$ cat config.mk
export PLATFORM = sky130hd
export DESIGN_NAME = fqei_cell
export DESIGN_NICKNAME = d
export VERILOG_FILES = /design/src/sv/fqei_pkg.sv /design/src/sv/fqei_cell.sv
export SDC_FILE = /design/constraint.sdc
export NUM_CORES = 1
export LEC_CHECK = 0
export BUFFER_PORTS_ARGS = -buffer_cell sky130_fd_sc_hd__buf_2
export CAP_MARGIN = 15
export CORE_AREA = 2 2 126 128
export DETAILED_ROUTE_END_ITERATION = 12
export DIE_AREA = 0 0 128 130
export PLACE_DENSITY = 0.8
export SLEW_MARGIN = 20
export SYNTH_ARGS = -nofsm -noshare
export SYNTH_HDL_FRONTEND = slang
export SYNTH_SLANG_ARGS = --single-unit
$ cat constraint.sdc
create_clock -name clock -period 26 [get_ports clock]
set_clock_uncertainty 0.2 [all_clocks]
set_input_delay 3.9 -clock clock [delete_from_list [all_inputs] [get_ports clock]]
set_output_delay 3.9 -clock clock [all_outputs]
set_load 0.01 [all_outputs]
$ cat src/sv/fqei_pkg.sv
// Package for the four-quadrant elevation interpolator.
// Holds widths, codes and the shared control struct; no dependencies.
`default_nettype none
package fqei_pkg;
   localparam int MaxSites  = 64;
   localparam int IdxW      = 6;
   localparam int LatW      = 28;
   localparam int LonW      = 29;
   localparam int ElevW     = 17;
   localparam int CountW    = 7;
   localparam int NumW      = 48;
   localparam int DenW      = 31;

   localparam logic       OP_LOAD   = 1'b0;
   localparam logic       OP_QUERY  = 1'b1;
   localparam logic [1:0] ST_OK     = 2'd0;
   localparam logic [1:0] ST_EMPTY  = 2'd1;
   localparam logic [1:0] ST_NONE   = 2'd2;
   localparam logic [1:0] CSR_SITES = 2'd0;

   // One quadrant's kept site.
   typedef struct packed {
      logic                    ok;
      logic signed [LatW-1:0]  lat;
      logic signed [LonW-1:0]  lon;
      logic        [ElevW-1:0] elev;
   } site_type;

   // Control travelling from the sequencer to the divider.
   typedef struct packed {
      logic                   start;
      logic [NumW-1:0]        num;
      logic [DenW-1:0]        den;
   } div_ctl_type;
endpackage
`default_nettype wire

$ cat src/sv/fqei_cell.sv
// One quadrant cell: keeps the best site of its quadrant as sites stream past.
// Depends on fqei_pkg.
`default_nettype none
module fqei_cell (
   input  wire logic                              clock,
   input  wire logic                              clear,
   input  wire logic                              shift_en,
   input  wire logic                              upper,
   input  wire logic                              east,
   input  wire logic signed [fqei_pkg::LatW-1:0]  q_lat,
   input  wire logic signed [fqei_pkg::LonW-1:0]  q_lon,
   input  wire fqei_pkg::site_type                site_in,
   output fqei_pkg::site_type                     site_out,
   output fqei_pkg::site_type                     best
);
   fqei_pkg::site_type pass_ff, best_ff, best_in;
   logic in_q, better;

   always_comb begin
      in_q = site_in.ok
         && (upper ? (q_lat <= site_in.lat) : (site_in.lat <= q_lat))
         && (east ? (q_lon < site_in.lon) : (site_in.lon <= q_lon));
      better = (upper ? (site_in.lat <= best_ff.lat) : (best_ff.lat <= site_in.lat))
         && (east ? (site_in.lon <= best_ff.lon) : (best_ff.lon <= site_in.lon));
      best_in = best_ff;
      if (in_q && (!best_ff.ok || better)) begin
         best_in = site_in;
      end
   end

   always_ff @(posedge clock) begin
      if (clear) begin
         best_ff.ok <= 1'b0;
         pass_ff.ok <= 1'b0;
      end else if (shift_en) begin
         best_ff <= best_in;
         pass_ff <= site_in;
      end
   end

   assign site_out = pass_ff;
   assign best     = best_ff;
endmodule
`default_nettype wire

==> impl_metrics.json <==
{
  "status": "complete, no violations",
  "path_class": "in2reg",
  "overflow": 0,
  "crit_required_ns": 25.85,
  "nFillCells": 1199,
  "critPathCaptureType": "register",
  "yosysSeqAreaShare_pct": 60.04,
  "timing.rr.start": "best[73]",
  "crit_path_start_kind": "primary input",
  "cts_max_level": 4,
  "cts_setup_buffers": 0,
  "synthCells": 569,
  "reg2reg_depth": 9,
  "io_buffers": 286,
  "dr.first_iter.drc_count": 253,
  "groute.usage.overall_pct": 21.78,
  "place_congestion": 0.8075,
  "max_freq_ghz": 0.1390,
  "stdcell_count": 1081,
  "dpl.cell_count": 1050,
  "num_antenna_cells": 0,
  "clk_pin_slew_ns": 0.06,
  "rsz0062_at_grt": "false",
  "synth_area_leaders": "edfxtp_1, ha_1, inv_1",
  "dr.pass1.iters": 5,
  "hold_buffers": 0,
  "slew_headroom_pct": 30.88,
  "finalHoldViolCount": 0,
  "wl_per_cell_um": 16.88,
  "maxCapViolCount": 0,
  "drive_gt1_share_pct": 36.45,
  "grt_first_pass_wirelength_um": 27680,
  "antenna_found_initial": 0,
  "grt_max_degree": 75,
  "netlist_area_um2": 7468,
  "fin_setup_tns_ns": 0,
  "cts_root_buffer": "clkbuf_16",
  "synth_top_cell_by_area": "edfxtp_1",
  "routed_wl_um": 18250,
  "cts.sinks": 150,
  "p_leak_nw": 4.658,
  "synth_seq_cells": 150,
  "yosysTopAreaCellShare_pct": 59.51,
  "avgSynthCellArea_um2": 13.13,
  "yosys_warnings": 0,
  "die_h_um": 130,
  "start_util_pct": 48.42,
  "crit_fanout": 52,
  "cts_tree": "built",
  "p_per_area_nw_per_um2": 61.22,
  "io_pins": 287,
  "vdd_drop_max_uv": 40.35,
  "hp-class": "reg2reg",
  "worstMarginPinSlew_ns": 1.037,
  "die_w_um": 128,
  "die-area_um2": 16640,
  "core_um2": 15420,
  "synth_edf_count": 148,
  "synthFlopType": "edfxtp_1",
  "async_reset_ff_share_pct": 0,
  "clk_latency_ns": 0.42,
  "cts_buffer_depth": 2,
  "vias_per_cell": 5.168,
  "final_nets": 1128,
  "synth_common_cells": "edfxtp_1, inv_1, ha_1",
  "yosysUniqueCellTypes": 36,
  "numCtsBuffers": 17,
  "area_growth_syn_to_layout_pct": 30.41,
  "final_max_slew_viol_count": 0,
  "grt_pass1_vias": 5615,
  "period_needed_ns": 7.196,
  "detail-route-antenna-nets": 0,
  "reg2reg_setup_slack_ns": 22.05,
  "post-dp-hpwl_um": 14000,
  "fin_area_um2": 9739,
  "placed_area_um2": 9176,
  "vias": 5587,
  "final_util_pct": 63.14,
  "drc": 0,
  "finalCritPeriodShare_pct": 27.68,
  "cts.repair.resized": 0,
  "startpoint": "site_in[23]",
  "synthesis.nets": 820,
  "setup_viol": 0,
  "arrival_ns": 7.05,
  "rr_endpoint": "best[14]",
  "endpoint": "best[14]",
  "synth.most_common_cell": "edfxtp_1",
  "rows": 46
}
-- how the worst min path moves through the flow --
stage	start	end	depth (start not counted)	slack, ns
2_1_floorplan	best[74]	best[74]	2	0.29
3_3_place_gp	site_out[74]	site_out[74]	2	0.27
3_5_place_dp	best[74]	best[74]	2	0.29
4_1_cts	best[74]	best[74]	2	0.29
5_1_grt	best[74]	best[74]	2	0.34
6_report	best[74]	best[74]	2	0.29
-- routing by layer --
metal / global-route usage (%) / vias to the layer above / share of wire (%)
met1: 24.96 / 2623 / 38
met3: 5.125 / 27 / 6.5
met2: 39.92 / 218 / 53
met4: 7.951 / 0 / 1.9
li1: - / 2719 / -
met5: 0 / - / 0
-- layout make-up --
type | count | area [um^2] | area share, %
inverters | 116 | 435.4 | 4.471
clock buffers | 18 | 429.2 | 4.406
multi-input cells | 303 | 2562 | 26.31
well taps | 192 | 240.2 | 2.467
flip-flops and latches | 150 | 4484 | 46.04
repair buffers | 289 | 1454 | 14.93
clock inverters | 13 | 133.9 | 1.375
-- placed cells by master, fill, tap and decap left out, types with 6 or more instances in the layout --
| master | n |
|---|---|
| edfxtp_1 | 148 |
| a21o_1 | 11 |
| nand3_1 | 12 |
| ha_1 | 114 |
| o21ai_0 | 13 |
| buf_2 | 286 |
| inv_1 | 116 |
| nand2_1 | 21 |
| clkbuf_16 | 17 |
| nor3_1 | 7 |
| nor2_1 | 6 |
| a21oi_1 | 47 |
| nand4_1 | 23 |
-- where the power goes --
part	total [mW]	internal [mW]	switching [mW]
clock	0.240	0.140	0.0995
combinational	0.0745	0.0317	0.0428
sequential	0.282	0.279	0.00323
-- stage by stage --
step / hold WS [ns] / setup WS [ns] / power (mW)
CTS: 0.2943 / 18.77 / 0.6011
global placement: 0.2694 / 18.37 / 0.3585
finish: 0.2915 / 18.80 / 0.5962
global route: 0.3394 / 18.58 / 0.6196
floorplan: 0.2879 / 7.695 / 0.3277
detailed placement: 0.2908 / 18.31 / 0.3616
-- flip-flops by register name, summed over array words and instances (netlist names) --
name / count
best: 75
site_out: 75
-- worst max-delay path, stage by stage --
cell and delay (ns):
buf_2 0.12, ha_1 0.30, a21o_1 0.20, nand3_2 0.06
a21oi_1 0.06, o41a_1 0.43, or4_4 0.49, mux2i_1 0.23
xor2_1 0.13, a2111oi_2 0.41, buf_4 0.62
-- kinds of logic (layout without fill, tap and decap cells) --
group / count (synthesis) / after routing / share of synthesized area, %
buffers and inverters: 116 / 436 / 5.830
AO/OA/AOI/OAI: 91 / 91 / 7.355
AND/OR/NAND/NOR: 89 / 89 / 6.584
flip-flops: 150 / 150 / 60.04
multiplexers: 2 / 2 / 0.2681
adder cells (fa/ha/maj): 114 / 114 / 19.10
XOR/XNOR: 7 / 7 / 0.8209
Power figures use the tool's default switching activity.
