### config.mk
export PLATFORM = sky130hd
export DESIGN_NAME = fqei_div
export DESIGN_NICKNAME = d
export VERILOG_FILES = /design/src/sv/fqei_pkg.sv /design/src/sv/fqei_div.sv
export SDC_FILE = /design/constraint.sdc
export NUM_CORES = 1
export LEC_CHECK = 0
export ABC_AREA = 1
export ABC_CLOCK_PERIOD_IN_PS = 2900
export BUFFER_PORTS_ARGS = -buffer_cell sky130_fd_sc_hd__buf_2
export CORE_ASPECT_RATIO = 2
export CORE_MARGIN = 5
export CORE_UTILIZATION = 32
export DETAILED_ROUTE_END_ITERATION = 8
export GPL_TIMING_DRIVEN = 0
export HOLD_SLACK_MARGIN = 0.08
export SETUP_SLACK_MARGIN = 0.15
export SYNTH_ARGS = -nofsm -noshare
export SYNTH_HDL_FRONTEND = slang
export SYNTH_SLANG_ARGS = --single-unit
### constraint.sdc
create_clock -name clock -period 2.9 [get_ports clock]
set_clock_uncertainty 0.05 [all_clocks]
set_input_delay 0.435 -clock clock [delete_from_list [all_inputs] [get_ports clock]]
set_output_delay 0.435 -clock clock [all_outputs]
set_load 0.02 [all_outputs]
### src/sv/fqei_pkg.sv
// Package for the four-quadrant elevation interpolator.
// Holds widths, codes and the shared control struct; no dependencies.
`default_nettype none
package fqei_pkg;
   localparam int MaxSites  = 64;
   localparam int IdxW      = 6;
   localparam int LatW      = 28;
   localparam int LonW      = 29;
   localparam int ElevW     = 17;
   localparam int CountW    = 7;
   localparam int NumW      = 48;
   localparam int DenW      = 31;

   localparam logic       OP_LOAD   = 1'b0;
   localparam logic       OP_QUERY  = 1'b1;
   localparam logic [1:0] ST_OK     = 2'd0;
   localparam logic [1:0] ST_EMPTY  = 2'd1;
   localparam logic [1:0] ST_NONE   = 2'd2;
   localparam logic [1:0] CSR_SITES = 2'd0;

   // One quadrant's kept site.
   typedef struct packed {
      logic                    ok;
      logic signed [LatW-1:0]  lat;
      logic signed [LonW-1:0]  lon;
      logic        [ElevW-1:0] elev;
   } site_type;

   // Control travelling from the sequencer to the divider.
   typedef struct packed {
      logic                   start;
      logic [NumW-1:0]        num;
      logic [DenW-1:0]        den;
   } div_ctl_type;
endpackage
`default_nettype wire

### src/sv/fqei_div.sv
// Restoring divider, one quotient bit per cycle.
// Depends on fqei_pkg.
`default_nettype none
module fqei_div (
   input  wire logic                        clock,
   input  wire logic                        reset,
   input  wire fqei_pkg::div_ctl_type       ctl,
   output logic                             busy,
   output logic [fqei_pkg::NumW-1:0]        quot
);
   localparam int CntW = $clog2(fqei_pkg::NumW + 1);
   logic [fqei_pkg::NumW-1:0] q_ff, q_in;
   logic [fqei_pkg::DenW:0]   r_ff, r_in, trial;
   logic [fqei_pkg::DenW-1:0] d_ff;
   logic [CntW-1:0]           cnt_ff, cnt_in;

   always_comb begin
      q_in = q_ff;
      r_in = r_ff;
      cnt_in = cnt_ff;
      trial = {r_ff[fqei_pkg::DenW-1:0], q_ff[fqei_pkg::NumW-1]};
      if (ctl.start) begin
         q_in = ctl.num;
         r_in = '0;
         cnt_in = CntW'(fqei_pkg::NumW);
      end else if (cnt_ff != '0) begin
         if (trial >= {1'b0, d_ff}) begin
            r_in = trial - {1'b0, d_ff};
            q_in = {q_ff[fqei_pkg::NumW-2:0], 1'b1};
         end else begin
            r_in = trial;
            q_in = {q_ff[fqei_pkg::NumW-2:0], 1'b0};
         end
         cnt_in = cnt_ff - 1'b1;
      end
   end

   always_ff @(posedge clock) begin
      if (reset) begin
         cnt_ff <= '0;
      end else begin
         cnt_ff <= cnt_in;
      end
      q_ff <= q_in;
      r_ff <= r_in;
      if (ctl.start) begin
         d_ff <= ctl.den;
      end
   end

   assign busy = ctl.start || (cnt_ff != '0);
   assign quot = q_ff;
endmodule
`default_nettype wire

==> impl_metrics.csv, run 1 <==
group,metric,value,unit
outcome,status,"finished, final reports clean",
timing,min_period_over_period,91.6,%
pwr,seqPwrFrac,34.7,%
detailed_routing,met1Wirelength,7.18,mm
clocking,clkSlewWorstSetupHoldPaths,60,ps
detailed_routing,viasPerCell,4.61,
layout,n_antenna_cell,0,
yosys,synth.avg_cell_area,7.29,um2
yosys,syn_inst,1028,
global_routing,grt_pass1_wl,34.6,mm
detailed_routing,drtIter0Drc,242,
timing,setup_viol,0,
yosys,synth-async-reset-ratio,0,%
clocking,clkLatencyLatePin,430,ps
floorplanning,rows,79,
pwr,power.leakage,4.79,nW
clocking,cts.sink_count,116,
floorplanning,num_io_pins,131,
detailed_routing,routed-wl-met2,12.9,mm
worst_setup_path,cp.required,3170,ps
detailed_routing,vias,6791,
detailed_routing,drt-wirelength-per-cell,15.1,um
pwr,p_per_area,716,mW/mm2
yosys,yosys_warnings,0,
detailed_routing,drcViolationCount,0,
job,max_cap_viol_count,0,
clocking,ctsHoldBuffers,0,
yosys,synth.distinct_cells,44,
place,io_buffers,130,
place,pre_cts_slack,-379,ps
layout,fin_nets,1294,
yosys,syn-cell-area,0.00749,mm2
global_routing,grt.total_usage,16.7,%
pwr,swShare,36.6,%
layout,area_growth_syn_to_layout,21.8,%
floorplanning,dieArea,0.0268,mm2
yosys,synth_fp_nets,1144,
detailed_routing,wl_met3,863,um
timing,tns,0,ps
global_routing,grt_pass1_vias,6995,
detailed_routing,finalWirelength,22.2,mm
place,gp_congestion,0.946,
timing,max-slew-margin-rel,45.4,%
worst_setup_path,path_max_fanout,10,
pwr,fin_total_pwr,6.54,mW
hold_path,hold_class,"primary input to flop",
worst_setup_path,critPathCaptureType,"flop",
pwr,clkPwrFrac,32.4,%
global_routing,antenna_found_initial,0,
yosys,synth_area_leader_cell,"edfxtp_1",
worst_setup_path,worstSetupPathType,"flop to flop",
yosys,ys_seq_elements,116,
timing,rsz0062_at_grt,"no",
clocking,root_buffer,"clkbuf_16",
floorplanning,dieWidth,118,um
clocking,cts_tree,"done",
floorplanning,die_h,226,um
worst_setup_path,arrival,2930,ps
place,dp_hpwl,17.8,mm
layout,drive_gt1_share,19.6,%
yosys,synth_top_area_share,31.7,%
pwr,switchingPower,2.39,mW
worst_setup_path,worst_setup_path_start_kind,"flop",
timing,period_minus_slack,2660,ps
global_routing,grt_max_degree,59,
timing,clock.fmax,376,MHz
layout,register_area,0.00311,mm2
global_routing,overflow,0,
pwr,peakVddDrop,482,uV
yosys,seq_area_frac_synth,41.5,%
timing,finalWorstSetupSlack,244,ps
detailed_routing,top_layer,"met4",
pwr,power_frac_comb,32.9,%
clocking,htreeDepth,4,
yosys,synth_edf_count,79,
clocking,cts_inserted_buffers,17,
clocking,postCtsSetupBuffers,0,
floorplanning,coreArea,0.0232,mm2
yosys,ys.flop_type,"edfxtp_1",
layout,multi_input_area,0.00354,mm2
floorplanning,start_util,32.3,%
pwr,internal-power,4.14,mW
detailed_routing,dr.pass1.iters,4,
timing,worst_pin_slew,819,ps
detailed_routing,antenna_left,0,
layout,fill_cells,2448,
timing,hold_viol_final,0,
timing,finalMaxSlewViolations,0,
clocking,cts_buffer_depth,2,
yosys,synth.area.top_cells,"edfxtp_1, nand2_1, dfxtp_1",
[worst max-delay path, cell delays in order (launching register included)]
cell and delay (ps):
edfxtp_1 380, inv_1 90, ha_1 230, fa_1 420, inv_1 110, nand3_1 80, nand2_2 130, nand2_2 70
nand2_4 100, nand2_2 70, nand3_2 80, nand2_4 110, nand2_8 100, buf_6 150, nand3_1 180, nand3_1 130
nand2_1 50
[routing by layer]
metal	track usage [%]	vias up
met3	3.72	53
li1	-	3485
met2	33.4	161
met4	10.9	0
met1	14.3	3092
met5	0	-
[layout make-up]
cell class,count,share of cell area [%]
Sequential cell,116,34.1
Timing Repair Buffer,131,7.28
Tap cell,283,3.88
Multi-Input combinational cell,705,38.8
Clock inverter,14,1.67
Clock buffer,18,4.81
Buffer,26,2.00
Inverter,181,7.44
[cell usage after synthesis, drive strengths merged, types with 8 or more instances]
master / count
nand2: 444
edfxtp: 79
xnor2: 17
inv: 176
buf: 13
clkbuf: 13
nand4: 8
nand3b: 16
ha: 33
o21ai: 15
nor2: 51
a21oi: 20
dfxtp: 37
nand3: 82
[final timing paths]
path	startpoint	end	slack (ps)	cells past startpoint
max	quot[47]	r_ff[23]	240	16
min	ctl[14]	d_ff[14]	130	1
max reg2reg	quot[47]	r_ff[23]	240	16
min reg2reg	r_ff[22]	r_ff[22]	420	2
[kinds of logic (layout without fill, tap and decap cells)]
family / count (synthesis) / in the layout / share of synthesized area [%]
and+or+nand+nor: 613 / 613 / 36.2
buffers and inverters: 207 / 370 / 11.2
DFF: 116 / 116 / 41.5
AOI/OAI and AO/OA: 40 / 40 / 3.12
adders and majority gates: 34 / 34 / 5.78
xor gates and xnor gates: 18 / 18 / 2.10
[state kept, by name, summed over array words and instances, names as in the netlist]
name,count
d_ff,31
quot,48
r_ff,31
cnt_ff,6
[layout by cell type, fill, tap and decap left out, types with 4 or more instances in the layout]
cell type	n
nand2_1	418
nor3_1	5
inv_1	171
clkinvlp_4	4
dfxtp_1	37
nand3b_1	16
inv_2	5
nand2_2	23
nand3_2	12
nor2_2	4
clkbuf_1	12
buf_2	134
a21oi_1	16
nor2_1	42
buf_6	4
o21ai_1	12
edfxtp_1	79
clkbuf_16	18
nand4_1	8
ha_1	33
clkinv_1	5
xnor2_1	17
nand3_1	70
nor2_4	4
[power groups by stage]
stage / Clock [mW] / Sequential (mW) / Combinational [mW]
after floorplan: 0 / 2.49 / 1.29
after global placement: 0 / 2.30 / 2.13
after detailed placement: 0 / 2.30 / 2.15
after CTS: 2.17 / 2.27 / 2.17
after global routing: 2.24 / 2.31 / 2.39
final: 2.12 / 2.27 / 2.15
[per-stage QoR]
stage                     hold WS, ps  util (%)  std cells  cell area, um2
final                             128      39.3       1474            9130
after CTS                         106      39.2       1473            9110
after floorplan                   394         -       1028            7490
after detailed placement          412      36.6       1441            8500
after global routing              105      39.3       1474            9130
after global placement            404      36.6       1441            8500
[repair_timing]
item | in CTS | in global routing
setup endpoints to repair | 1 | 1
pin swaps | 0 | 0
resized for setup | 3 | 1
cloned | 0 | 1
Power figures use the tool's default switching activity.
==> run 2: changes to the inputs <==
- RECOVER_POWER: unset -> 100
==> run 2 against run 1 <==
Net effect:
- routed wire length up 0.12%
- power down 0.87%
- via count down 0.22%
- sequential cell count unchanged
- cell count unchanged
- clock power about the same
- sequential power about the same
- non-clock buffer count unchanged
- clock-buffer cell count unchanged
- first-iteration DRC count up 2.9%
- register-to-register slack worse by 80 ps
- critical path type unchanged
- largest power group unchanged
==> impl_metrics.csv, run 2 (same netlist as run 1, synthesis figures left out) <==
group,metric,value,unit
clocking,clkSlewWorstSetupHoldPaths,60,ps
worst_setup_path,cp.required,3170,ps
layout,area_growth_syn_to_layout,20.4,%
floorplanning,coreArea,0.0232,mm2
pwr,p_per_area,718,mW/mm2
floorplanning,dieArea,0.0268,mm2
layout,multi_input_area,0.00351,mm2
clocking,root_buffer,"clkbuf_16",
hold_path,hold_depth,1,
layout,n_antenna_cell,0,
timing,setup_viol,0,
layout,largest_reg_flops,48,
layout,final_util,38.8,%
timing,max-slew-margin-rel,47.3,%
clocking,cts_buffer_depth,2,
timing,rsz0062_at_grt,"no",
clocking,htreeDepth,4,
timing,period_minus_slack,2740,ps
pwr,peakVddDrop,449,uV
detailed_routing,drcViolationCount,0,
worst_setup_path,reg2reg_from,"quot[47]",
layout,fill_cells,2475,
detailed_routing,vias,6776,
global_routing,gr-usage-met1,14.3,%
timing,clock.fmax,365,MHz
floorplanning,dieWidth,118,um
job,max_cap_viol_count,0,
floorplanning,rows,79,
hold_path,hold_class,"primary input to flop",
global_routing,grt_pass1_vias,6995,
detailed_routing,drtIter0Drc,249,
worst_setup_path,worst_setup_path_start_kind,"flop",
timing,holdWs,122,ps
worst_setup_path,critPathCaptureType,"flop",
global_routing,overflow,0,
detailed_routing,antenna_left,0,
layout,drive_gt1_share,14.9,%
detailed_routing,viasPerCell,4.60,
worst_setup_path,crit_chain,"inv_1 -> ha_1 -> fa_1 -> inv_1 -> nand3_1 -> nand2_1 -> nand2_1 -> nand2_4 -> nand2_2 -> nand3_2 -> nand2_4 -> nand2_8 -> buf_6 -> nand3_1 -> nand3_1 -> nand2_1",
place,gp_congestion,0.946,
clocking,cts_tree,"done",
timing,finalMaxSlewViolations,0,
worst_setup_path,regToRegEndpoint,"r_ff[23]",
global_routing,top_usage_layer,"met2",
global_routing,use_met2,33.4,%
worst_setup_path,ff2ff_path_depth,16,
layout,layout_commonest_cell,"nand2_1",
layout,layout_common_cells,"nand2_1, inv_1, buf_2",
outcome,status,"finished, final reports clean",
timing,min_period_over_period,94.5,%
global_routing,antenna_found_initial,0,
worst_setup_path,slowest_delay,420,ps
clocking,cts_inserted_buffers,17,
clocking,cts.sink_count,116,
floorplanning,num_io_pins,131,
floorplanning,die_h,226,um
pwr,fin_total_pwr,6.48,mW
layout,final_cell_area,0.00902,mm2
hold_path,min_to,"d_ff[14]",
hold_path,hp-start,"ctl[14]",
timing,hold_viol_final,0,
global_routing,grt_max_degree,59,
detailed_routing,dr.pass1.iters,4,
place,placed_area,0.00850,mm2
worst_setup_path,path_max_fanout,10,
layout,register_area,0.00311,mm2
worst_setup_path,reg2reg_slack,160,ps
layout,fin_nets,1294,
worst_setup_path,slowest_stage,"fa_1",
detailed_routing,finalWirelength,22.3,mm
pwr,power.leakage,4.64,nW
global_routing,grt_pass1_wl,34.6,mm
global_routing,grt.total_usage,16.7,%
floorplanning,start_util,32.3,%
detailed_routing,drt-wirelength-per-cell,15.1,um
global_routing,grt_util_met3,3.72,%
place,dp_hpwl,17.8,mm
worst_setup_path,worstSetupPathType,"flop to flop",
place,io_buffers,130,
timing,worst_pin_slew,790,ps
worst_setup_path,arrival,3010,ps
clocking,clkLatencyLatePin,430,ps
==> run 2: cell count changes in the layout (fill, tap and decap cells not counted), moves of 6 or more <==
cell	before	now
buf_2	134	85
clkbuf_1	12	62
nand3_1	70	76
nand3_2	12	6
o21ai_0	3	10
o21ai_1	12	5
==> run 2: where the power goes <==
group,leakage (nW),total (mW),internal (mW),switching (mW)
logic,3.24,2.09,0.686,1.40
registers,1.12,2.28,2.11,0.163
clock network,0.279,2.12,1.29,0.825
==> run 2: timing repair <==
action	in CTS	in global routing
buffers inserted	0	0
resized for setup	3	1
setup endpoints to repair	1	1
cloned	0	1
hold buffers	0	0
pin swaps	0	0
==> run 2: cell type report <==
type	count	area share, %
clock buffer	18	4.87
clock inverter	14	1.69
tap	283	3.92
sequential	116	34.5
buffer	26	2.02
inverter	181	7.53
multi-input combinational	705	38.9
timing repair buffer	131	6.61
==> run 2: worst max-delay path: cells and delay by family, from the launching register on <==
family                   cells  cell delay (ps)
AND/OR/NAND/NOR             11             1180
buffers and inverters        3              350
flip-flops                   1              390
adder cells (fa/ha/maj)      2              650
==> run 2: worst max-delay path by stage <==
| stage | from | to | slack [ps] | cells past startpoint |
|---|---|---|---|---|
| finish | quot[47] | r_ff[23] | 160 | 16 |
| global placement | ctl[79] | busy | -840 | 6 |
| detailed placement | ctl[79] | busy | -380 | 6 |
| global route | quot[47] | r_ff[23] | 90 | 16 |
| CTS | cnt_ff[0] | busy | 170 | 8 |
| floorplan | cnt_ff[0] | busy | 580 | 7 |
==> run 2: routing by layer <==
| layer | vias up | share of wire [%] |
|---|---|---|
| li1 | 3491 | - |
| met1 | 3077 | 32 |
| met2 | 159 | 58 |
| met3 | 49 | 4.1 |
| met4 | 0 | 5.8 |
| met5 | - | 0 |
==> run 2: through the flow <==
stage	TNS [ps]	cells	setup slack, ps
detailed placement	-1880	1441	-379
global placement	-25690	1441	-838
global route	0	1474	92.9
finish	0	1474	160
floorplan	0	1028	579
CTS	0	1473	169
==> run 3: changes to the inputs <==
- ABC_CLOCK_PERIOD_IN_PS: 2900 -> 3550
- MAX_ROUTING_LAYER: unset -> met4
- clock period: 2.9 -> 3.55 ns (I/O delays scaled with it)
==> run 3 against run 2 <==
Net effect:
- global-route usage grew 0.75 points
- clock-buffer cell count grew 1
- sequential power shrank 18%
- die area is the same
- power shrank 18%
- non-clock buffer count shrank 1
- fmax shrank 18%
==> impl_metrics.csv, run 3 (same netlist as run 1, synthesis figures left out) <==
group,metric,value,unit
outcome,status,"finished, final reports clean",
worst_setup_path,critical-path-top-delay-family,"simple AND/OR/NAND/NOR gates",
clocking,cts_buffer_depth,2,
pwr,power.leakage,4.64,nW
detailed_routing,antenna_left,0,
pwr,power_frac_comb,31.8,%
place,pre_cts_slack,41.9,ps
pwr,switchingPower,1.93,mW
worst_setup_path,crit_chain,"inv_1 -> ha_1 -> fa_1 -> inv_1 -> nand3_1 -> nand2_1 -> nand2_1 -> nand2_4 -> nand2_2 -> nand3_2 -> nand2_1 -> nand2_8 -> dlymetal6s2s_1 -> nand3_2 -> nand2_1 -> nand2_1",
floorplanning,num_io_pins,131,
layout,layout.cells.non_filler,1474,
clocking,root_buffer,"clkbuf_16",
layout,fill_cells,2490,
layout,layout_common_cells,"nand2_1, inv_1, buf_2",
worst_setup_path,reg2reg_slack,220,ps
floorplanning,coreArea,0.0232,mm2
clocking,htreeDepth,4,
global_routing,grt_pass1_wl,34.9,mm
layout,register_area,0.00311,mm2
pwr,swShare,36.3,%
pwr,peakVddDrop,321,uV
detailed_routing,drcViolationCount,0,
global_routing,grt_pass1_vias,7078,
floorplanning,die_h,226,um
worst_setup_path,slowest_stage,"dlymetal6s2s_1",
place,placedCellCount,1441,
worst_setup_path,cp_common_cell,"nand2_1",
pwr,fin_total_pwr,5.32,mW
layout,fin_nets,1293,
worst_setup_path,worstSetupPathType,"flop to flop",
worst_setup_path,path_max_fanout,10,
worst_setup_path,critPathBufInv,3,
floorplanning,dieWidth,118,um
timing,min_period_over_period,93.9,%
detailed_routing,viasPerCell,4.62,
clocking,clkLatencyLatePin,430,ps
detailed_routing,drt-wirelength-per-cell,15.2,um
timing,worst_pin_slew,808,ps
timing,setup_viol,0,
worst_setup_path,cp.required,3820,ps
timing,finalWorstSetupSlack,215,ps
pwr,p_per_area,591,mW/mm2
detailed_routing,finalWirelength,22.4,mm
layout,multi_input_area,0.00353,mm2
job,max_cap_viol_count,0,
place,dp_hpwl,18.0,mm
timing,hold_viol_final,0,
clocking,cts_tree,"done",
layout,layout_commonest_cell,"nand2_1",
global_routing,grt.total_usage,17.4,%
timing,period_minus_slack,3330,ps
floorplanning,dieArea,0.0268,mm2
layout,largest_reg_flops,48,
clocking,clkSlewWorstSetupHoldPaths,60,ps
clocking,cts_inserted_buffers,17,
place,gp_congestion,1.01,
worst_setup_path,worst_setup_path_start_kind,"flop",
detailed_routing,drtIter0Drc,232,
clocking,cts.sink_count,116,
floorplanning,start_util,32.3,%
pwr,seqPwrFrac,34.9,%
pwr,clkPwrFrac,33.2,%
worst_setup_path,arrival,3610,ps
hold_path,hp-start,"ctl[3]",
timing,max-slew-margin-rel,46.1,%
global_routing,overflow,0,
worst_setup_path,crit_path_start,"quot[47]",
global_routing,grt_max_degree,59,
floorplanning,rows,79,
detailed_routing,dr.pass1.iters,5,
pwr,internal-power,3.39,mW
worst_setup_path,reg2reg_from,"quot[47]",
timing,clock.fmax,300,MHz
layout,drive_gt1_share,14.5,%
global_routing,antenna_found_initial,1,
detailed_routing,vias,6809,
place,io_buffers,130,
timing,rsz0062_at_grt,"no",
timing,tns,0,ps
worst_setup_path,slowest_delay,580,ps
timing,holdWs,220,ps
timing,finalMaxSlewViolations,0,
hold_path,hold_class,"primary input to flop",
clocking,postCtsSetupBuffers,0,
worst_setup_path,critPathCaptureType,"flop",
layout,area_growth_syn_to_layout,20.3,%
[run 3: changes by cell type in the layout (fill, tap and decap cells not counted), sizes merged]
cell	delta
diode	+1
inv	-2
clkinvlp	-1
buf	-4
clkbuf	+2
clkinv	+1
dlymetal6s2s	+2
bufinv	+1
[run 3: path summary, 6_finish.rpt]
check | depth (start not counted) | endpoint
hold / removal | 1 | d_ff[3]
setup / recovery | 16 | r_ff[26]
setup reg to reg | 16 | r_ff[26]
hold reg to reg | 2 | r_ff[22]
[run 3: power by group through the flow]
stage / sequential, mW / combinational, mW / clock (mW)
4_1_cts: 1.86 / 1.77 / 1.82
5_1_grt: 1.89 / 1.88 / 1.87
3_5_place_dp: 1.88 / 1.76 / 0
3_3_place_gp: 1.88 / 1.75 / 0
2_1_floorplan: 2.03 / 1.06 / 0
6_report: 1.86 / 1.70 / 1.77
[run 3: what timing repair did]
| action | CTS | global route |
|---|---|---|
| endpoints found under the setup margin | 1 | 1 |
| resized for setup | 1 | 1 |
| hold buffers | 0 | 0 |
[run 3: final cells by class]
| class | count | share of cell area, % |
|---|---|---|
| Clock inverter | 13 | 1.75 |
| Tap cell | 283 | 3.93 |
| Sequential cell | 116 | 34.5 |
| Inverter | 181 | 7.54 |
| Multi-Input combinational cell | 705 | 39.1 |
| Timing Repair Buffer | 130 | 6.55 |
| Buffer | 26 | 1.64 |
| Clock buffer | 19 | 4.91 |
| Antenna cell | 1 | 0.0278 |
[run 3: routing by layer]
layer / GRT usage (%) / vias up / routed length (um)
met5: - / - / 0
met4: 12.7 / 0 / 1560
met1: 14.6 / 3076 / 7250
li1: - / 3490 / -
met3: 3.37 / 64 / 845
met2: 33.3 / 179 / 12800
[run 3: through the flow]
stage,util [%],cell area [um2]
5_1_grt,38.8,9010
3_3_place_gp,36.6,8500
6_report,38.8,9010
3_5_place_dp,36.6,8500
2_1_floorplan,-,7490
4_1_cts,39.2,9100
